File: config.mk
export PLATFORM = sky130hd
export DESIGN_NAME = stl_cell
export DESIGN_NICKNAME = d
export VERILOG_FILES = /design/src/rtl/stl_pkg.sv /design/src/rtl/stl_cell.sv
export SDC_FILE = /design/constraint.sdc
export NUM_CORES = 1
export LEC_CHECK = 0
export BUFFER_PORTS_ARGS = -buffer_cell sky130_fd_sc_hd__buf_2
export CAP_MARGIN = 0
export CORE_UTILIZATION = 35
export CTS_BUF_LIST = sky130_fd_sc_hd__clkbuf_8
export CTS_CLUSTER_DIAMETER = 40
export DETAILED_ROUTE_END_ITERATION = 8
export SLEW_MARGIN = 5
export SYNTH_ARGS = -nofsm -noshare
export SYNTH_HDL_FRONTEND = slang
export SYNTH_SLANG_ARGS = --single-unit
File: constraint.sdc
create_clock -name aclk -period 4.12 [get_ports aclk]
set_input_delay 0.206 -clock aclk [delete_from_list [all_inputs] [get_ports aclk]]
set_output_delay 0.206 -clock aclk [all_outputs]
set_load 0.02 [all_outputs]
File: src/rtl/stl_pkg.sv
`timescale 1ns / 1ps

package stl_pkg;

    localparam logic [1:0] OP_PUSH = 2'd0;
    localparam logic [1:0] OP_FIND = 2'd1;
    localparam logic [1:0] OP_READ = 2'd2;

    localparam logic [2:0] ST_OK         = 3'd0;
    localparam logic [2:0] ST_TABLE_FULL = 3'd1;
    localparam logic [2:0] ST_TOO_LONG   = 3'd2;
    localparam logic [2:0] ST_NOT_FOUND  = 3'd3;
    localparam logic [2:0] ST_IDX_RANGE  = 3'd4;

    typedef enum logic {
        S_IDLE,
        S_READ
    } state_t;

    typedef struct packed {
        logic push_char;
        logic commit;
        logic find_step;
        logic clear_run;
        logic sel_find;
    } stl_ctl_t;

    typedef struct packed {
        logic        taken;
        logic [3:0]  index;
        logic [31:0] value;
        logic [7:0]  name_char;
    } chain_t;

endpackage

File: src/rtl/stl_cell.sv
`timescale 1ns / 1ps

module stl_cell import stl_pkg::*; #(
    parameter int CELL_IDX = 0,
    parameter int NAME_LEN = 64,
    parameter int CW = 5,
    parameter int PW = 7,
    parameter int AW = 6,
    parameter int LW = 6
) (
    input  logic          aclk,
    input  logic          aresetn,
    input  stl_ctl_t      ctl,
    input  logic [7:0]    name_char,
    input  logic [PW-1:0] pos,
    input  logic [AW-1:0] rd_addr_next,
    input  logic [31:0]   value_in,
    input  logic [CW-1:0] count,
    input  logic [3:0]    rd_index,
    input  chain_t        chain_in,
    input  logic [LW-1:0] len_in,
    output chain_t        chain_out,
    output logic [LW-1:0] len_out
);

    localparam int DEPTH = NAME_LEN - 1;

    logic [7:0]    mem [DEPTH];
    logic [7:0]    rd_data_reg;
    logic [LW-1:0] len_reg;
    logic [31:0]   value_reg;
    logic          flag_reg;
    logic          flag_next;
    logic          is_slot;
    logic          valid;
    logic          wr_en;
    logic [AW-1:0] wr_addr;
    logic          match_now;
    logic          hit_here;
    logic          take;

    assign is_slot   = (CELL_IDX == int'(count));
    assign valid     = (CELL_IDX < int'(count));
    assign wr_en     = ctl.push_char && is_slot && (int'(pos) < DEPTH);
    assign wr_addr   = AW'(pos);
    assign match_now = valid && flag_reg && (int'(pos) < int'(len_reg))
                       && (rd_data_reg == name_char);
    assign hit_here  = match_now && (int'(len_reg) == int'(pos) + 1);
    assign take      = ctl.sel_find ? hit_here : (int'(rd_index) == CELL_IDX);

    always_ff @(posedge aclk) begin
        if (wr_en) begin
            mem[wr_addr] <= name_char;
        end
        if (wr_en && (wr_addr == rd_addr_next)) begin
            rd_data_reg <= name_char;
        end else begin
            rd_data_reg <= mem[rd_addr_next];
        end
        if (ctl.commit && is_slot) begin
            len_reg   <= LW'(int'(pos) + 1);
            value_reg <= value_in;
        end
    end

    always_comb begin
        flag_next = flag_reg;
        if (ctl.clear_run) begin
            flag_next = 1'b1;
        end else if (ctl.find_step) begin
            flag_next = match_now;
        end
    end

    always_ff @(posedge aclk) begin
        if (!aresetn) begin
            flag_reg <= 1'b1;
        end else begin
            flag_reg <= flag_next;
        end
    end

    always_comb begin
        chain_out = chain_in;
        len_out   = len_in;
        if (take && !chain_in.taken) begin
            chain_out.taken     = 1'b1;
            chain_out.index     = 4'(CELL_IDX);
            chain_out.value     = value_reg;
            chain_out.name_char = rd_data_reg;
            len_out             = len_reg;
        end
    end

endmodule

# == After elaboration in Yosys (flattened, before gate mapping) ==
# Memories as Yosys holds them, arrays and structs flattened. A register that Yosys moved wholly into a read port is not among the register bits.
# Index checks and enable logic that the tools add are counted.
# totals
reg_bits,39
n_memories,1
output_inout_bits,51
mem_bits_rw,504
input_bits,120
# memory_table
memory,words,word_bits,read_ports,rd_clocked_by_memory_dff,wr,line,text
mem,63,8,1,1,1,stl_cell.sv:28,logic [7:0] mem [DEPTH];
# classes
n_lt_le_gt_ge,3
n_mux,5
n_reduce_logical,12
n_bitwise,1
eq_ne,2
n_addsub,1
# op_table
operator,n
45-bit two-way mux,1
7-bit by 32-bit == test with 1-bit output,1
"7-bit by 1-bit adder with 8-bit output, second input constant",1
8-bit == test,1
1-bit logical AND,8
7-bit by 6-bit < comparator with 1-bit output,1
"7-bit by 6-bit < comparator with 1-bit output, second input constant",1
6-bit two-way mux,1
5-bit logical NOT,1
"1-bit by 5-bit < comparator with 1-bit output, first input constant",1
4-bit logical NOT,1
1-bit two-way mux,3
2-bit OR reduction,1
1-bit logical NOT,1
1-bit NOT,1

# == Logic depth before layout (Yosys ltp) ==
# depth
word_depth,8
ltp_mapped,15

# == Worst setup path before layout ==
# No wires, ideal clock.
# synth_timing
kind,reg2out
startpoint,register (tool-made name)
endpoint,output chain_out[4] (netlist bit)
stages_incl_launch_ff,13
t_arrival_ns,3.226
required_time_ns,3.914
slack_ns,0.688
path_buffers,3
path_cell_list,dfxtp_1 > buf_4 > buf_2 > mux4_2 > mux4_2 > nand2_1 > nand3_1 > xnor2_1 > o21ai_0 > and4bb_2 > a21oi_4 > buf_6 > mux2i_1
# synth_rtl
item,line,text
to (decl),stl_cell.sv:22,"output chain_t chain_out,"

==> results_dict.tcl <==
set metrics [dict create \
    status "finished with violations" \
    violations "setup timing" \
    numPortBuffers 170 \
    fin_ws_ns -0.521 \
    finClkSkew_ns 0.0291 \
    top_layer_used "met4" \
    p_leak_nw 9.93 \
    r2r_slack_ns 0.41 \
    async_reset_ff_share_pct 0 \
    die_x_um 257 \
    path_cells "buf_12 > mux4_2 > mux4_2 > mux2i_2 > o2111ai_2 > or4b_4 > nor4_4 > a21oi_4 > buf_12 > buf_6 > mux2_4 > buf_4" \
    cp_slowest_cell "mux4_2" \
    syn_nets 1362 \
    area_growth_pct 23.4 \
    slew_viol_final 0 \
    finalPower_mw 12.0 \
    cts_buffers 96 \
    grt_pass1_wl_mm 89.2 \
    wl_met3_mm 4.22 \
    largest_reg_flops 504 \
    vias 13200 \
    final_cell_mix "edfxtp_1, buf_2, buf_4" \
    die-area_mm2 0.0660 \
    ys_seq_elements 549 \
    avgSynthCellArea_um2 18.4 \
    p_seq_share_pct 51.3 \
    coreArea_mm2 0.0643 \
    cts-root-buf "clkbuf_8" \
    synth_cell_types 67 \
    ant_nets 0 \
    start_kind "flop" \
    cp_slowest_stage_delay_ns 0.59 \
    wl_met2_mm 29.5 \
    routedWlPerCell_um 24.3 \
    wl_mm 61.7 \
    drc_errors 0 \
    post-route-min-period_ns 4.64 \
    initial_core_util_pct 35.3 \
    grt_start_max_net_pins 66 \
    final_core_util_pct 43.6 \
    placedInstanceArea_mm2 0.0253 \
    yosysWarnings 0 \
    cap_violations 0 \
    insertion_delay_ns 0.69 \
    tightest_slew_ns 0.948 \
    power_density_mw_per_mm2 428 \
    die-height_um 257 \
    irDropWorstVdd_uv 253 \
    endpoint_kind "output pin" \
    antenna_found_initial 2 \
    num_rows 93 \
    worstPathRequired_ns 3.91 \
    cts.reportedPaths.clkPinSlew_ns 0.06 \
    synth_edf_count 542 \
    synth_ff_type "edfxtp_1" \
    max-slew-margin-rel_pct 36.5 \
    whs_endpoint "mem[60][0]$_DFFE_PP_" \
    hold_viol 0 \
    path_class "reg2out" \
    syn_area_mm2 0.0227 \
    p_comb_share_pct 7.7 \
    max_freq_mhz 215 \
    wl_met1_mm 26.1 \
    internal-power_mw 9.18 \
    drive_above_1_share_pct 36.3 \
    routabilityCongestion 0.990 \
    hp-class "in2reg" \
    dpl_worst_slack_ns 0.0492 \
    yosysSeqAreaShare_pct 72.2 \
    drt-vias-per-instance 5.20 \
    htreeDepth 3 \
    tns_ns -23.58 \
    layout_commonest_cell "edfxtp_1" \
    switchingPower_mw 2.83 \
    cts_tree "built" \
    grt_overflow 0 \
    p_clk_share_pct 41.1 \
    setup_violations 50 \
    grt_usage_pct 18.5 \
    reg2reg_depth 11 \
    fin_area_mm2 0.0281 \
    switching_share_pct 23.6 \
    clock_path_buffers 3 \
    clkSinkCount 549 \
    dr.pass1.iters 6 \
    place_inst 2302 \
    boundaryPins 171 \
    synth_cells 1235 \
    cp.arrival_ns 4.44 \
    critPathMaxFanout 6 \
    worst_r2r_endpoint "flag_reg$_SDFFE_PP1P_" \
    layoutNonFillerInstCount 2536 \
    grt_pass1_vias 13200 \
    period_share_pct 113 \
    hold_ws_ns 0.0665 \
    hold_depth 1 \
    drt_iter0_markers 1103 \
    min_from "name_char[0]" \
    dp_hpwl_mm 40.2 \
    final_nets 1731 \
    rsz0062_at_grt "true" \
]
[synthesized netlist by cell type, types with 15 or more instances]
cell type	instances	area [um^2]
mux2_4	45	676
edfxtp_1	542	16300
clkbuf_1	22	82.6
nand2_1	55	206
mux2_2	16	180
o21ai_0	16	80.1
a22oi_1	27	203
mux4_2	90	2030
nand3_1	24	120
mux2i_1	81	811
nor2_1	86	323
inv_1	15	56.3
buf_2	20	100
[kinds of logic after synthesis]
group / share of synthesized area, %
AO/OA/AOI/OAI: 3.34
adder cells (fa/ha/maj): 0.385
XOR/XNOR: 0.693
AND/OR/NAND/NOR: 5.21
buffers and inverters: 1.91
multiplexers: 16.2
flip-flops: 72.2
[worst max-delay path, delay by kind of cell (launching register included)]
family	cells	cell delay (ns)
multiplexers	4	1.71
AND/OR/NAND/NOR	2	0.76
buffers and inverters	4	0.64
flip-flops	1	0.39
AO/OA/AOI/OAI	2	0.24
[routing by layer]
metal,global-route usage [%],vias to the layer above
met5,0,-
met1,24.8,6714
met3,3.78,105
met4,6.66,0
met2,30.0,631
li1,-,5733
[worst max-delay path by stage]
stage / from / to / slack, ns / cells past startpoint
6_report: flop / chain_out[7] / -0.52 / 12
5_1_grt: flop / chain_out[17] / -0.60 / 13
4_1_cts: flop / chain_out[7] / -0.52 / 11
2_1_floorplan: flop / chain_out[4] / 0.69 / 12
3_3_place_gp: flop / chain_out[2] / 0.10 / 13
3_5_place_dp: flop / chain_out[32] / 0.05 / 13
[power groups by stage]
| stage | Clock, mW | Sequential, mW | Combinational (mW) |
|---|---|---|---|
| after floorplan | 0 | 6.27 | 0.442 |
| after global placement | 0 | 6.28 | 0.809 |
| after detailed placement | 0 | 6.28 | 0.817 |
| after CTS | 5.03 | 6.16 | 0.892 |
| after global routing | 5.26 | 6.15 | 0.970 |
| final | 4.93 | 6.16 | 0.922 |
[what timing repair did]
action / 4_1_cts / 5_1_grt
hold buffers: 45 / 0
endpoints found under the hold margin: 50 / 0
endpoints found under the setup margin: 51 / 51
setup buffers: 9 / 2
cloned: 3 / 1
pin swaps: 5 / 3
gates resized for setup: 20 / 41
[final cells by class]
type | count | area (um^2)
inverter | 16 | 60.1
tap | 855 | 1070
timing repair buffer | 335 | 2610
sequential | 549 | 16400
fill | 5604 | 36300
clock inverter | 76 | 553
multi-input combinational | 606 | 5980
clock buffer | 98 | 1350
antenna | 1 | 2.50
No activity file was read; power rests on OpenSTA's default activity.
