### src/rtl/stl_pkg.sv
`timescale 1ns / 1ps

package stl_pkg;

    localparam logic [1:0] OP_PUSH = 2'd0;
    localparam logic [1:0] OP_FIND = 2'd1;
    localparam logic [1:0] OP_READ = 2'd2;

    localparam logic [2:0] ST_OK         = 3'd0;
    localparam logic [2:0] ST_TABLE_FULL = 3'd1;
    localparam logic [2:0] ST_TOO_LONG   = 3'd2;
    localparam logic [2:0] ST_NOT_FOUND  = 3'd3;
    localparam logic [2:0] ST_IDX_RANGE  = 3'd4;

    typedef enum logic {
        S_IDLE,
        S_READ
    } state_t;

    typedef struct packed {
        logic push_char;
        logic commit;
        logic find_step;
        logic clear_run;
        logic sel_find;
    } stl_ctl_t;

    typedef struct packed {
        logic        taken;
        logic [3:0]  index;
        logic [31:0] value;
        logic [7:0]  name_char;
    } chain_t;

endpackage

### src/rtl/stl_ctrl.sv
`timescale 1ns / 1ps

module stl_ctrl import stl_pkg::*; #(
    parameter int ENTRIES = 16,
    parameter int NAME_LEN = 64,
    parameter int CW = 5,
    parameter int PW = 7,
    parameter int AW = 6,
    parameter int LW = 6
) (
    input  logic          aclk,
    input  logic          aresetn,
    input  logic          s_valid,
    output logic          s_ready,
    input  logic [1:0]    op,
    input  logic          name_last,
    input  logic [31:0]   value_in,
    input  logic [3:0]    entry_index,
    input  chain_t        chain_end,
    input  logic [LW-1:0] len_end,
    output stl_ctl_t      ctl,
    output logic [PW-1:0] pos,
    output logic [AW-1:0] rd_addr_next,
    output logic [CW-1:0] count,
    output logic [3:0]    rd_index,
    output logic          m_valid,
    input  logic          m_ready,
    output logic [2:0]    m_status,
    output logic [3:0]    m_index,
    output logic [31:0]   m_value,
    output logic [7:0]    m_char,
    output logic          m_last,
    output logic [4:0]    m_count
);

    localparam int DEPTH = NAME_LEN - 1;

    state_t        state_reg, state_next;
    logic [CW-1:0] count_reg, count_next;
    logic [PW-1:0] pos_reg, pos_next;
    logic          too_long_reg, too_long_next;
    logic [LW-1:0] k_reg, k_next;
    logic [3:0]    rd_idx_reg, rd_idx_next;
    logic          m_valid_reg, m_valid_next;
    logic [2:0]    status_reg, status_next;
    logic [3:0]    index_reg, index_next;
    logic [31:0]   value_reg, value_next;
    logic [7:0]    char_reg, char_next;
    logic          last_reg, last_next;
    logic [4:0]    ecount_reg, ecount_next;
    logic          out_free;
    logic          accept;
    logic          read_last;
    logic [PW-1:0] pos_adv;
    logic          too_long_adv;

    assign out_free     = !m_valid_reg || m_ready;
    assign s_ready      = (state_reg == S_IDLE) && out_free;
    assign accept       = s_valid && s_ready;
    assign read_last    = (int'(k_reg) + 1 == int'(len_end));
    assign pos_adv      = (int'(pos_reg) < NAME_LEN) ? PW'(int'(pos_reg) + 1) : pos_reg;
    assign too_long_adv = too_long_reg || (int'(pos_reg) >= NAME_LEN - 1);

    always_comb begin
        state_next = state_reg;
        if (state_reg == S_IDLE) begin
            if (accept && (op == OP_READ) && (int'(entry_index) < int'(count_reg))) begin
                state_next = S_READ;
            end
        end else begin
            if (out_free && read_last) begin
                state_next = S_IDLE;
            end
        end
    end

    always_comb begin
        ctl           = '0;
        ctl.sel_find  = (state_reg == S_IDLE) && (op == OP_FIND);
        count_next    = count_reg;
        pos_next      = pos_reg;
        too_long_next = too_long_reg;
        k_next        = k_reg;
        rd_idx_next   = rd_idx_reg;
        m_valid_next  = m_valid_reg && !m_ready;
        status_next   = status_reg;
        index_next    = index_reg;
        value_next    = value_reg;
        char_next     = char_reg;
        last_next     = last_reg;
        ecount_next   = ecount_reg;
        if (state_reg == S_IDLE) begin
            if (accept) begin
                unique case (op)
                    OP_PUSH: begin
                        ctl.push_char = (int'(count_reg) < ENTRIES);
                        pos_next      = pos_adv;
                        too_long_next = too_long_adv;
                        if (name_last) begin
                            ctl.clear_run = 1'b1;
                            pos_next      = '0;
                            too_long_next = 1'b0;
                            m_valid_next  = 1'b1;
                            index_next    = '0;
                            value_next    = '0;
                            char_next     = '0;
                            last_next     = 1'b1;
                            ecount_next   = 5'(count_reg);
                            if (int'(count_reg) >= ENTRIES) begin
                                status_next = ST_TABLE_FULL;
                            end else if (too_long_adv) begin
                                status_next = ST_TOO_LONG;
                            end else begin
                                ctl.commit  = 1'b1;
                                count_next  = CW'(int'(count_reg) + 1);
                                status_next = ST_OK;
                                index_next  = 4'(count_reg);
                                value_next  = value_in;
                                ecount_next = 5'(int'(count_reg) + 1);
                            end
                        end
                    end
                    OP_FIND: begin
                        pos_next      = pos_adv;
                        too_long_next = too_long_adv;
                        if (!name_last) begin
                            ctl.find_step = 1'b1;
                        end else begin
                            ctl.clear_run = 1'b1;
                            pos_next      = '0;
                            too_long_next = 1'b0;
                            m_valid_next  = 1'b1;
                            char_next     = '0;
                            last_next     = 1'b1;
                            ecount_next   = 5'(count_reg);
                            if (chain_end.taken) begin
                                status_next = ST_OK;
                                index_next  = chain_end.index;
                                value_next  = chain_end.value;
                            end else begin
                                status_next = ST_NOT_FOUND;
                                index_next  = '0;
                                value_next  = '0;
                            end
                        end
                    end
                    OP_READ: begin
                        ctl.clear_run = 1'b1;
                        pos_next      = '0;
                        too_long_next = 1'b0;
                        rd_idx_next   = entry_index;
                        k_next        = '0;
                        if (int'(entry_index) >= int'(count_reg)) begin
                            m_valid_next = 1'b1;
                            status_next  = ST_IDX_RANGE;
                            index_next   = '0;
                            value_next   = '0;
                            char_next    = '0;
                            last_next    = 1'b1;
                            ecount_next  = 5'(count_reg);
                        end
                    end
                    default: begin
                    end
                endcase
            end
        end else begin
            if (out_free) begin
                m_valid_next = 1'b1;
                status_next  = ST_OK;
                index_next   = rd_idx_reg;
                value_next   = chain_end.value;
                char_next    = chain_end.name_char;
                last_next    = read_last;
                ecount_next  = 5'(count_reg);
                k_next       = read_last ? '0 : LW'(int'(k_reg) + 1);
            end
        end
    end

    always_comb begin
        if (state_next == S_READ) begin
            rd_addr_next = AW'(k_next);
        end else if (int'(pos_next) < DEPTH) begin
            rd_addr_next = AW'(pos_next);
        end else begin
            rd_addr_next = '0;
        end
    end

    always_ff @(posedge aclk) begin
        if (!aresetn) begin
            state_reg    <= S_IDLE;
            count_reg    <= '0;
            pos_reg      <= '0;
            too_long_reg <= 1'b0;
            k_reg        <= '0;
            m_valid_reg  <= 1'b0;
        end else begin
            state_reg    <= state_next;
            count_reg    <= count_next;
            pos_reg      <= pos_next;
            too_long_reg <= too_long_next;
            k_reg        <= k_next;
            m_valid_reg  <= m_valid_next;
        end
    end

    always_ff @(posedge aclk) begin
        rd_idx_reg <= rd_idx_next;
        status_reg <= status_next;
        index_reg  <= index_next;
        value_reg  <= value_next;
        char_reg   <= char_next;
        last_reg   <= last_next;
        ecount_reg <= ecount_next;
    end

    assign pos      = pos_reg;
    assign count    = count_reg;
    assign rd_index = rd_idx_reg;
    assign m_valid  = m_valid_reg;
    assign m_status = status_reg;
    assign m_index  = index_reg;
    assign m_value  = value_reg;
    assign m_char   = char_reg;
    assign m_last   = last_reg;
    assign m_count  = ecount_reg;

endmodule

### config.mk
export PLATFORM = sky130hd
export DESIGN_NAME = stl_ctrl
export DESIGN_NICKNAME = d
export VERILOG_FILES = /design/src/rtl/stl_pkg.sv /design/src/rtl/stl_ctrl.sv
export SDC_FILE = /design/constraint.sdc
export NUM_CORES = 1
export LEC_CHECK = 0
export BUFFER_PORTS_ARGS = -buffer_cell sky130_fd_sc_hd__buf_2
export CORE_MARGIN = 1.5
export CORE_UTILIZATION = 40
export CTS_CLUSTER_DIAMETER = 30
export DETAILED_ROUTE_END_ITERATION = 7
export GPL_TIMING_DRIVEN = 0
export PLACE_DENSITY = 0.69
export SYNTH_ARGS = -nofsm -noshare
export SYNTH_HDL_FRONTEND = slang
export SYNTH_SLANG_ARGS = --single-unit
### constraint.sdc
create_clock -name aclk -period 5.6 [get_ports aclk]
set_input_delay 1.12 -clock aclk [delete_from_list [all_inputs] [get_ports aclk]]
set_output_delay 1.12 -clock aclk [all_outputs]
set_load 0.01 [all_outputs]
* Yosys cells after proc, flatten, opt, wreduce, memory -nomap -nowiden *
Index checks and enable logic that the tools add are counted.

cells by class
  $add $sub $neg = 3
  $lt $le $gt $ge = 7
  equality and inequality tests = 8
  multiplexer cells = 84
  bitwise gates (word level) = 1
  reduce and logical (&&, ||, !) cells = 22

operators with widths
  kind                                                                                 count
  32-bit 2-to-1 mux                                                                    9
  32-bit case mux with 3 select lines                                                  1
  4-bit 2-to-1 mux                                                                     11
  6-bit 2-to-1 mux                                                                     7
  5-bit 2-to-1 mux                                                                     8
  8-bit 2-to-1 mux                                                                     5
  32-bit by 7-bit == test with 1-bit output                                            1
  7-bit 2-to-1 mux                                                                     4
  3-bit 2-to-1 mux                                                                     7
  1-bit 2-to-1 mux                                                                     20
  8-bit case mux with 2 select lines                                                   1
  5-bit case mux with 3 select lines                                                   1
  7-bit case mux with 2 select lines                                                   1
  4-bit case mux with 3 select lines                                                   1
  3-bit case mux with 3 select lines                                                   1
  1-bit case mux with 2 select lines                                                   4
  6-bit by 1-bit adder with 7-bit output, second input constant                        1
  7-bit by 1-bit adder with 7-bit output, second input constant                        1
  7-bit by 6-bit greater-or-equal comparator with 1-bit output, second input constant  1
  1-bit logical AND                                                                    7
  7-bit by 6-bit < comparator with 1-bit output, second input constant                 1
  7-bit < comparator, second input constant                                            1
  2-bit 2-to-1 mux                                                                     3
  3-bit != test, second input constant                                                 2
  other kinds (22)                                                                     26

word-level totals
  flip-flop bits (word level) = 78
  bits of input ports = 94
  output and inout port bits = 82
  logic and storage cells = 138

* Longest topological paths before layout *
Gate-level depths: netlist of the first run.

  depth after elaboration = 9
  depth in mapped cells = 9
  mapped depth without buffers = 8

* Least setup slack after synthesis of the first run *
Ideal clock, no wire load.

  kind = input to register
  from = input entry_index[3]
  to = register ecount_reg[0], in the netlist m_count[0], enable pin
  library setup time = 0.460 ns
  arrival time = 4.070 ns
  data required time = 5.140 ns
  slack = 1.070 ns
  cell stages on the path = 6
  path buffers = 0
  cell sequence = ha_1 a21oi_1 o21ai_0 o21bai_1 nand3_1 a21oi_1

between the ends
  longest elaborated chain between the ends = 3

RTL lines
  what                                                          RTL line         text
  start, declared                                               stl_ctrl.sv:18   input logic [3:0] entry_index,
  4-bit by 5-bit greater-or-equal comparator with 1-bit output  stl_ctrl.sv:153  if (int'(entry_index) >= int'(count_reg)) begin
  3-bit by 2-bit != test with 1-bit output (no source line)     n/a
  6-bit AND reduction (no source line)                          n/a
  end signal, assigned                                          stl_ctrl.sv:216  ecount_reg <= ecount_next;
  end, declared                                                 stl_ctrl.sv:50   logic [4:0] ecount_reg, ecount_next;

No other way between the ends.
A chain may end at the register's enable or synchronous reset.

* Worst setup path after layout of the first run *
  from = input op[1]
  to = output rd_addr_next[4]

between the ends
  longest elaborated chain between the ends = 8
  elaborated cells on any way between the ends = 17
  those cells by class = 1 x order compare; 2 x eq/ne; 10 x mux; 4 x reduce/logical

RTL lines
  what                                                                                RTL line         text
  start, declared                                                                     stl_ctrl.sv:15   input logic [1:0] op,
  2-bit by 1-bit == test with 1-bit output / 2-bit zero test (equally long branches)  stl_ctrl.sv:94   unique case (op)
  2-bit OR reduction (no source line)                                                 n/a
  7-bit case mux with 2 select lines                                                  stl_ctrl.sv:94
  7-bit 2-to-1 mux                                                                    stl_ctrl.sv:93   if (accept) begin
  7-bit 2-to-1 mux                                                                    stl_ctrl.sv:92   if (state_reg == S_IDLE) begin
  7-bit by 6-bit < comparator with 1-bit output                                       stl_ctrl.sv:184  end else if (int'(pos_next) < DEPTH) begin
  6-bit 2-to-1 mux                                                                    stl_ctrl.sv:184
  6-bit 2-to-1 mux (*)                                                                stl_ctrl.sv:182  if (state_next == S_READ) begin
  end, declared                                                                       stl_ctrl.sv:23   output logic [AW-1:0] rd_addr_next,

Mark *: on every way between the ends. The rest lies on a longest branch, timed or not.

==> flow_metrics.py, run 1 <==
metrics = {
    "outcome": {
        "status": "finished clean",
    },
    "setup_path": {
        "worstSetupStartpoint": "op[1]",
        "path_cells": "buf_2, inv_1, ha_1, o21ba_2, buf_4, nand4_2, o32ai_1, o2111a_1, a21oi_1, mux2_2, buf_2",
        "max_stage_delay_ns": 0.40,
        "critPathTopFamily": "compound AO/OA/AOI/OAI gates",
        "r2r_cells": 8,
        "rr_startpoint": "pos[0]",
        "critPathMaxFanout": 10,
        "r2r_end": "m_value[28]",
        "r2r_slack_ns": 2.90,
        "crit_required_ns": 4.48,
        "start_kind": "primary input",
        "crit_arrival_ns": 3.29,
        "cp-end-kind": "primary output",
        "crit_buf_inv": 4,
        "crit_slowest_cell": "o32ai_1",
        "cp_common_cell": "buf_2",
        "criticalPathCategory": "in2out",
    },
    "logic_synthesis": {
        "synth_edf_count": 57,
        "synth-main-ff-cell": "edfxtp_1",
        "synth_seq_area_share_pct": 51.6,
        "synth-seq-cells": 78,
        "synth_area_per_cell_um2": 11.2,
        "syn_nets": 477,
        "synthArstFlopShare_pct": 0,
        "yosys_warnings": 0,
        "syn_inst": 370,
        "yosysUniqueCellTypes": 55,
        "synthesis.area_mm2": 0.00413,
    },
    "final_layout": {
        "fin_area_mm2": 0.00540,
        "syn2layout_area_growth_pct": 30.6,
        "finalNetCount": 664,
        "fillCellCount": 892,
        "final_cells": 695,
        "antenna_cells": 0,
        "drive_gt1_share_pct": 38.6,
        "largest_reg_flops": 32,
    },
    "sta": {
        "skew_ns": 0.0137,
        "clock.fmax_ghz": 0.227,
        "worst_pin_slew_ns": 0.870,
        "fin_crit_sh_pct": 78.7,
        "setup_viol": 0,
        "min_period_ns": 4.41,
        "final_hold_viol_count": 0,
        "grt_setup_unrepaired": "no",
        "finalMaxSlewViolations": 0,
        "maxSlewHeadroom_pct": 42.0,
    },
    "cts": {
        "cts_setup_buffers": 0,
        "cts_hold_buf": 0,
        "cts_tree": "yes",
        "path_clk_slew_ns": 0.09,
        "cts_resized": 0,
        "cts_buffers": 9,
        "clk_path_buf_depth": 2,
        "clk_latency_ns": 0.36,
        "cts-root-buf": "clkbuf_8",
        "cts.sink_count": 78,
        "cts_max_level": 3,
    },
    "route": {
        "drtIter0Drc": 189,
        "ant_nets": 0,
        "firstDrtPassIters": 7,
        "wl_per_cell_um": 16.2,
        "vias": 3632,
        "vias_per_cell": 5.23,
        "wl_um": 11300,
        "drc": 0,
    },
    "power_and_ir_drop": {
        "power_switching_uw": 351,
        "power_frac_comb_pct": 15.8,
        "power.share.clock_pct": 31.8,
        "p_seq_share_pct": 52.3,
        "leakagePower_nw": 2.29,
        "ir_drop_v": 0.000107,
        "switching_share_pct": 27.7,
        "power_density_mw_per_mm2": 235,
        "intPower_uw": 915,
    },
    "floorplan": {
        "die_y_um": 105,
        "core.rowCount": 36,
        "io_pins": 176,
        "start_util_pct": 41.7,
        "die_area_mm2": 0.0109,
        "fp.dieW_um": 105,
        "core_mm2": 0.00991,
    },
    "hold_path": {
        "hold_end": "too_long_reg",
        "min_from": "too_long_reg",
        "hp-class": "reg2reg",
        "timing.hold.worst_path_depth": 2,
    },
    "global_routing": {
        "grt_pass1_wl_um": 18100,
        "grt_overflow_total": 0,
        "track_usage_pct": 21.0,
        "grt_pass1_vias": 3612,
        "grt_start_max_net_pins": 27,
        "antenna_found_initial": 0,
    },
    "placement": {
        "port-buffer-count": 175,
        "dp_hpwl_um": 8890,
        "placed_cells": 679,
        "place_congestion": 0.864,
        "placed_area_mm2": 0.00521,
    },
    "job": {
        "max-cap-violations": 0,
    },
}
-- cells in the final DEF, fill, tap and decap left out, types with 5 or more instances in the layout --
cell type / synthesis / final
inv_1: 18 / 18
nor2_1: 15 / 15
a21oi_1: 17 / 16
a22o_1: 35 / 35
nor3_1: 7 / 7
clkbuf_8: 0 / 9
edfxtp_1: 57 / 57
nand2b_1: 5 / 5
o21ai_0: 12 / 12
a22oi_1: 5 / 5
ha_1: 13 / 13
and2_1: 21 / 21
buf_2: 3 / 178
xnor2_1: 11 / 11
nand2_1: 19 / 19
nand3_1: 9 / 9
xor2_1: 5 / 5
dfxtp_1: 21 / 21
clkbuf_1: 14 / 14
nor2b_1: 12 / 12
-- kinds of logic after synthesis --
kind of cell	after synthesis	synth area share [%]
compound gates	107	20.7
flops	78	51.6
xor+xnor	16	3.39
fa+ha+maj	13	3.94
buf+inv	39	4.09
mux	6	1.54
simple gates	111	14.8
-- metrics by stage --
step | total power, mW | util (%) | hold slack [ns] | TNS, ns | setup WS, ns
2_1_floorplan | 0.785 | - | 0.480 | 0 | 1.07
3_3_place_gp | 0.870 | 52.2 | 0.503 | -1.71 | -0.0408
3_5_place_dp | 0.878 | 52.6 | 0.544 | 0 | 1.20
4_1_cts | 1.28 | 54.5 | 0.556 | 0 | 1.19
5_1_grt | 1.32 | 54.5 | 0.567 | 0 | 0.956
6_report | 1.27 | 54.5 | 0.552 | 0 | 1.19
-- synthesized netlist by cell type (2+ instances only) --
cell,count,area share [%]
a211oi_1,4,0.73
and3_1,2,0.30
nand4_1,4,0.61
or2_2,3,0.45
o2bb2ai_1,4,0.85
xor2_1,5,1.1
nor4_1,4,0.61
nor2_1,15,1.4
a21oi_2,2,0.42
a2111oi_4,2,1.3
a22oi_1,5,0.91
buf_2,3,0.36
mux2i_1,3,0.73
o31ai_1,2,0.36
nand2b_1,5,0.76
and2_1,21,3.2
xnor2_1,11,2.3
a21oi_1,17,2.1
dfxtp_1,21,10
nor3_1,7,0.85
nand2_1,19,1.7
a2111oi_0,2,0.42
nor3b_1,3,0.55
mux2_2,3,0.82
a21boi_0,3,0.55
a22o_1,35,7.4
o21a_1,3,0.55
o32ai_1,2,0.42
edfxtp_1,57,41
clkbuf_1,14,1.3
inv_1,18,1.6
o211ai_1,3,0.55
ha_1,13,3.9
nand3_1,9,1.1
buf_4,3,0.55
nor2b_1,12,1.8
o21ai_0,12,1.5
nand4b_1,2,0.42
-- power by group through the flow --
| stage | logic, mW | clock network, mW | registers, mW |
|---|---|---|---|
| finish | 0.201 | 0.403 | 0.663 |
| global placement | 0.192 | 0 | 0.679 |
| global route | 0.220 | 0.438 | 0.666 |
| floorplan | 0.0917 | 0 | 0.693 |
| detailed placement | 0.201 | 0 | 0.677 |
| CTS | 0.202 | 0.414 | 0.663 |
-- worst max-delay path by stage --
stage                       to  depth (start not counted)
2_1_floorplan       m_count[0]                          6
5_1_grt        rd_addr_next[4]                         11
6_report       rd_addr_next[4]                         11
4_1_cts        rd_addr_next[5]                         11
3_3_place_gp       m_value[13]                          7
3_5_place_dp   rd_addr_next[5]                         11
-- worst reg2reg max path, delay by kind of cell (launching register included) --
kind / cells / cell delay (ns)
flip-flops: 1 / 0.52
adder cells (fa/ha/maj): 1 / 0.34
AND/OR/NAND/NOR: 1 / 0.18
AO/OA/AOI/OAI: 3 / 0.79
buffers and inverters: 3 / 0.64
-- area by class of cell --
class	count	area [um2]	share of cell area, %
Buffer	21	101	1.88
Clock buffer	9	124	2.29
Clock inverter	7	61.3	1.14
Inverter	18	67.6	1.25
Multi-Input combinational cell	253	1840	34.1
Sequential cell	78	2130	39.5
Tap cell	133	166	3.08
Timing Repair Buffer	176	903	16.7
-- layer usage --
metal | vias up | share of wire (%) | global-route usage (%)
li1 | 1764 | - | -
met1 | 1709 | 41 | 26.4
met2 | 139 | 49 | 35.2
met3 | 20 | 7.3 | 4.12
met4 | 0 | 2.1 | 9.10
met5 | - | 0 | 0
(Power assumes the default switching activity.)
==> run 2, diff against run 1 <==
Settings changed: ABC_AREA set to 1, PLACE_DENSITY 0.69 to 0.72.
Clock period 5.6 ns to 3.9 ns, I/O delays scaled along.
==> flow_metrics.py, run 2 <==
metrics = {
    "power_and_ir_drop": {
        "power_frac_comb_pct": 17.9,
        "power_switching_uw": 547,
        "power_density_mw_per_mm2": 371,
        "leakagePower_nw": 2.60,
        "p_seq_share_pct": 48.4,
        "power.share.clock_pct": 33.7,
        "intPower_mw": 1.47,
        "ir_drop_v": 0.000147,
        "switching_share_pct": 27.2,
    },
    "logic_synthesis": {
        "synth_seq_area_share_pct": 51.6,
        "yosysTopAreaCell": "edfxtp_1",
        "synthArstFlopShare_pct": 0,
        "yosysUniqueCellTypes": 37,
        "synth-seq-cells": 78,
        "synthesis.area_mm2": 0.00413,
        "synth_top_area_share_pct": 41.4,
        "syn_inst": 445,
        "yosys-top-cells-count": "nand2_1, inv_1, edfxtp_1",
        "synth_area_leaders": "edfxtp_1, dfxtp_1, a32o_1",
        "yosys_warnings": 0,
        "synth_area_per_cell_um2": 9.29,
        "synth.most_common_cell": "nand2_1",
        "synth-main-ff-cell": "edfxtp_1",
        "syn_nets": 552,
        "synth_edf_count": 57,
    },
    "hold_path": {
        "hp-class": "reg2reg",
        "min_from": "k_reg[1]",
    },
    "cts": {
        "cts_resized": 0,
        "cts_max_level": 3,
        "cts_hold_buf": 0,
        "cts_tree": "yes",
        "cts.sink_count": 78,
        "path_clk_slew_ns": 0.08,
        "clk_latency_ns": 0.36,
        "cts-root-buf": "clkbuf_8",
        "cts_buffers": 9,
        "clk_path_buf_depth": 2,
        "cts_setup_buffers": 0,
    },
    "setup_path": {
        "max_stage_delay_ns": 0.51,
        "r2r_cells": 9,
        "worstSetupStartpoint": "m_ready",
        "start_kind": "primary input",
        "criticalPathCategory": "in2out",
        "rr_startpoint": "count[3]",
        "crit_slowest_cell": "nor2_1",
        "path_cells": "buf_2, inv_1, nand2_1, nand3_2, nor2_1, o21ai_0, nand2_1, nand2_1, nand2_1, o21ai_1, buf_2",
        "crit_arrival_ns": 2.69,
        "crit_path_end": "rd_addr_next[5]",
        "cp_common_cell": "nand2_1",
        "critPathMaxFanout": 8,
        "crit_buf_inv": 3,
        "crit_required_ns": 3.12,
        "cp-end-kind": "primary output",
        "r2r_slack_ns": 1.36,
        "critPathTopFamily": "simple AND/OR/NAND/NOR gates",
        "r2r_end": "m_value[14]",
        "worstSetupPathDepth": 11,
    },
    "final_layout": {
        "finalNetCount": 739,
        "final_common_cell": "buf_2",
        "layout_common_cells": "buf_2, nand2_1, inv_1",
        "fin_area_mm2": 0.00543,
        "fillCellCount": 970,
        "multi_input_area_mm2": 0.00167,
        "syn2layout_area_growth_pct": 31.4,
        "drive_gt1_share_pct": 34.1,
        "seq_area_mm2": 0.00213,
        "largest_reg_flops": 32,
    },
    "global_routing": {
        "grt_pass1_wl_um": 18500,
        "grt_overflow_total": 0,
        "grt_start_max_net_pins": 27,
        "antenna_found_initial": 1,
        "track_usage_pct": 21.6,
        "grt_pass1_vias": 3796,
    },
    "job": {
        "max-cap-violations": 0,
    },
    "sta": {
        "setup_ws_ns": 0.426,
        "clock.fmax_ghz": 0.288,
        "fin_crit_sh_pct": 89.1,
        "worst_pin_slew_ns": 0.947,
        "maxSlewHeadroom_pct": 36.8,
        "skew_ns": 0.0101,
        "setup_viol": 0,
        "finalMaxSlewViolations": 0,
        "final_hold_viol_count": 0,
        "grt_setup_unrepaired": "no",
        "min_period_ns": 3.47,
    },
    "outcome": {
        "status": "finished clean",
    },
    "placement": {
        "port-buffer-count": 175,
        "placed_area_mm2": 0.00521,
        "place_congestion": 0.913,
        "dp_hpwl_um": 9150,
        "place_ws_ns": 0.411,
    },
    "route": {
        "wl_um": 11700,
        "vias": 3982,
        "drtIter0Drc": 167,
        "firstDrtPassIters": 5,
        "wl_per_cell_um": 15.2,
        "ant_nets": 0,
        "drc": 0,
        "vias_per_cell": 5.16,
    },
    "floorplan": {
        "fp.dieW_um": 105,
        "die_y_um": 105,
        "io_pins": 176,
        "die_area_mm2": 0.0110,
        "core_mm2": 0.00991,
        "core.rowCount": 36,
        "start_util_pct": 41.7,
    },
}
==> run 2: changes by cell type after synthesis, moves of 6 or more <==
cell      previous run  this run
nand2_1             19        82
clkbuf_1            14         8
a32o_1               0        32
xnor2_1             11         1
nor2_1              15        40
nor2b_1             12         0
and2_1              21         0
nand3_1              9        36
a22o_1              35         0
inv_1               18        62
==> run 2: stage by stage <==
step / power, mW / util (%) / std cells / TNS (ns) / hold WS (ns)
after global routing: 2.11 / 54.8 / 771 / 0 / 0.565
final: 2.02 / 54.8 / 771 / 0 / 0.528
after CTS: 2.04 / 54.8 / 770 / 0 / 0.530
after detailed placement: 1.36 / 52.6 / 754 / 0 / 0.516
after global placement: 1.34 / 52.3 / 753 / -7.92 / 0.505
after floorplan: 1.20 / - / 445 / 0 / 0.480
==> run 2: area by class of cell <==
| cell class | count | share of cell area [%] |
|---|---|---|
| diodes | 1 | 0.0461 |
| plain buffers | 16 | 1.68 |
| clock buffers | 9 | 2.28 |
| clock inverters | 7 | 1.80 |
| inverters | 66 | 4.56 |
| multi-input cells | 285 | 30.8 |
| flip-flops and latches | 78 | 39.3 |
| well taps | 133 | 3.06 |
| repair buffers | 176 | 16.5 |
==> run 2: worst min path at each step <==
| stage | to | slack [ns] | cells after the start |
|---|---|---|---|
| after floorplan | k_reg[5] | 0.48 | 2 |
| after global placement | k_reg[5] | 0.51 | 2 |
| after detailed placement | k_reg[1] | 0.52 | 2 |
| after CTS | k_reg[1] | 0.53 | 2 |
| after global routing | k_reg[5] | 0.56 | 2 |
| final | k_reg[1] | 0.53 | 2 |
==> run 2: logic make-up after synthesis <==
family	after synthesis	synth area share (%)
fa+ha+maj	13	3.93
flops	78	51.6
xor+xnor	6	1.27
buf+inv	82	8.20
simple gates	182	20.1
compound gates	84	15.0
==> run 2: worst register-to-register path, delay by kind of cell (launching register included) <==
kind	cells	cell delay, ns
adders and majority gates	1	0.28
DFF	1	0.38
AOI/OAI and AO/OA	1	0.60
and+or+nand+nor	4	0.58
buffers and inverters	3	0.41
==> run 2: power by group through the flow <==
stage / Clock, mW / Sequential (mW) / Combinational, mW
after floorplan: 0 / 1.02 / 0.173
after global placement: 0 / 0.996 / 0.349
after detailed placement: 0 / 0.995 / 0.361
after CTS: 0.699 / 0.976 / 0.363
after global routing: 0.733 / 0.981 / 0.398
final: 0.679 / 0.976 / 0.361
==> run 2: metal layers <==
metal  share of wire (%)  vias up  global-route usage (%)
li1                    -     1927                       -
met1                  40     1839                    25.5
met2                  49      193                    37.8
met3                 7.9       23                    5.30
met4                 2.4        0                    8.32
met5                   0        -                       0
==> run 3, diff against run 2 <==
Settings changed: BUFFER_PORTS_ARGS -buffer_cell sky130_fd_sc_hd__buf_2 to -buffer_cell sky130_fd_sc_hd__clkbuf_2, CORE_ASPECT_RATIO set to 0.9, CORE_UTILIZATION 40 to 44, PLACE_DENSITY 0.72 to 0.78.
==> flow_metrics.py, run 3 (same netlist as run 2, synthesis figures left out) <==
metrics = {
    "hold_path": {
        "hp-class": "reg2reg",
    },
    "final_layout": {
        "largest_reg_flops": 32,
        "final_common_cell": "clkbuf_2",
        "fin_area_mm2": 0.00539,
        "layout_common_cells": "clkbuf_2, nand2_1, inv_1",
        "syn2layout_area_growth_pct": 30.3,
        "fillCellCount": 785,
        "final_util_pct": 59.0,
        "multi_input_area_mm2": 0.00167,
        "drive_gt1_share_pct": 33.9,
        "final_cells": 760,
        "finalNetCount": 739,
        "seq_area_mm2": 0.00213,
    },
    "route": {
        "drtIter0Drc": 320,
        "wl_met3_um": 917,
        "ant_nets": 0,
        "firstDrtPassIters": 5,
        "wl_um": 11800,
        "vias_per_cell": 5.21,
        "highest_layer": "met4",
        "wl_met1_um": 4750,
        "met2_wirelength_um": 5800,
        "drc": 0,
        "vias": 3961,
        "wl_per_cell_um": 15.5,
    },
    "sta": {
        "fin_hold_ws_ns": 0.531,
        "finalMaxSlewViolations": 0,
        "fin_crit_sh_pct": 86.8,
        "final_hold_viol_count": 0,
        "worst_pin_slew_ns": 0.887,
        "maxSlewHeadroom_pct": 40.9,
        "grt_setup_unrepaired": "no",
        "skew_ns": 0.0140,
        "clock.fmax_ghz": 0.295,
        "setup_viol": 0,
        "min_period_ns": 3.38,
    },
    "cts": {
        "cts-root-buf": "clkbuf_8",
        "cts_max_level": 3,
        "clk_latency_ns": 0.35,
        "path_clk_slew_ns": 0.08,
        "clk_path_buf_depth": 2,
        "cts_hold_buf": 0,
        "cts_resized": 0,
        "cts_setup_buffers": 0,
        "cts_buffers": 9,
        "cts.sink_count": 78,
        "cts_tree": "yes",
    },
    "global_routing": {
        "track_usage_pct": 23.8,
        "grt_pass1_vias": 3714,
        "antenna_found_initial": 1,
        "grt_overflow_total": 0,
        "grt_pass1_wl_um": 18100,
        "grt_start_max_net_pins": 31,
    },
    "floorplan": {
        "core_mm2": 0.00913,
        "io_pins": 176,
        "die_area_mm2": 0.00999,
        "start_util_pct": 45.3,
        "fp.dieW_um": 105,
        "core.rowCount": 33,
        "die_y_um": 95.0,
    },
    "setup_path": {
        "criticalPathCategory": "in2out",
        "critPathMaxFanout": 8,
        "path_cells": "clkbuf_2, inv_1, nand2_1, nand3_2, nor2_1, o21ai_0, nand2_1, nand2_1, nand2_1, o21ai_1, clkbuf_2",
        "cp-end-kind": "primary output",
        "cp_common_cell": "nand2_1",
        "max_stage_delay_ns": 0.45,
        "crit_required_ns": 3.12,
        "crit_arrival_ns": 2.60,
        "crit_slowest_cell": "nor2_1",
        "r2r_slack_ns": 1.30,
        "start_kind": "primary input",
    },
    "outcome": {
        "status": "finished clean",
    },
    "placement": {
        "dp_hpwl_um": 9580,
        "place_congestion": 0.935,
        "placed_cells": 743,
        "port-buffer-count": 175,
        "placed_area_mm2": 0.00519,
    },
    "power_and_ir_drop": {
        "power_density_mw_per_mm2": 358,
        "leakagePower_nw": 2.60,
        "ir_drop_v": 0.000160,
    },
    "job": {
        "max-cap-violations": 0,
    },
}
## run 3: cell types whose count changed in the layout (fill, tap and decap cells not counted), sizes merged
cell    before  now
buf        184    9
clkbuf      17  193
clkinv       4    5
bufinv       2    1
inv         65   64
## run 3: metal layers
metal,GRT usage (%),vias to the layer above
li1,-,1927
met1,28.9,1791
met2,40.4,218
met3,4.35,25
met4,12.9,0
met5,0,-
## run 3: critical path, delay by kind of cell
kind | cells | cell delay, ns
simple gates | 6 | 1.19
compound gates | 2 | 0.40
buf+inv | 3 | 0.23
## run 3: worst paths after layout
kind / from / end / cells past startpoint
worst max-delay path: m_ready / rd_addr_next[5] / 11
worst min-delay path: k_reg[5] / k_reg[5] / 2
worst max register to register: count[3] / m_char[5] / 8
worst min register to register: k_reg[5] / k_reg[5] / 2
## run 3: area by class of cell
type                       count  area share, %
sequential                    78           39.6
buffer                        16           1.70
multi-input combinational    285           31.1
timing repair buffer         176           16.6
clock buffer                  10           2.37
tap                          122           2.83
inverter                      66           4.60
antenna                        1         0.0464
clock inverter                 6           1.18
## run 3: metrics by stage
step / setup TNS (ns) / setup slack [ns] / power, mW
2_1_floorplan: 0 / 0.624 / 1.20
3_3_place_gp: -2.62 / -0.0618 / 1.34
3_5_place_dp: 0 / 0.527 / 1.36
4_1_cts: 0 / 0.518 / 1.94
5_1_grt: 0 / 0.302 / 2.02
6_report: 0 / 0.515 / 1.93
## run 3: power breakdown
part	switching [mW]	internal (mW)
registers	0.0179	0.959
clock network	0.294	0.295
logic	0.215	0.147
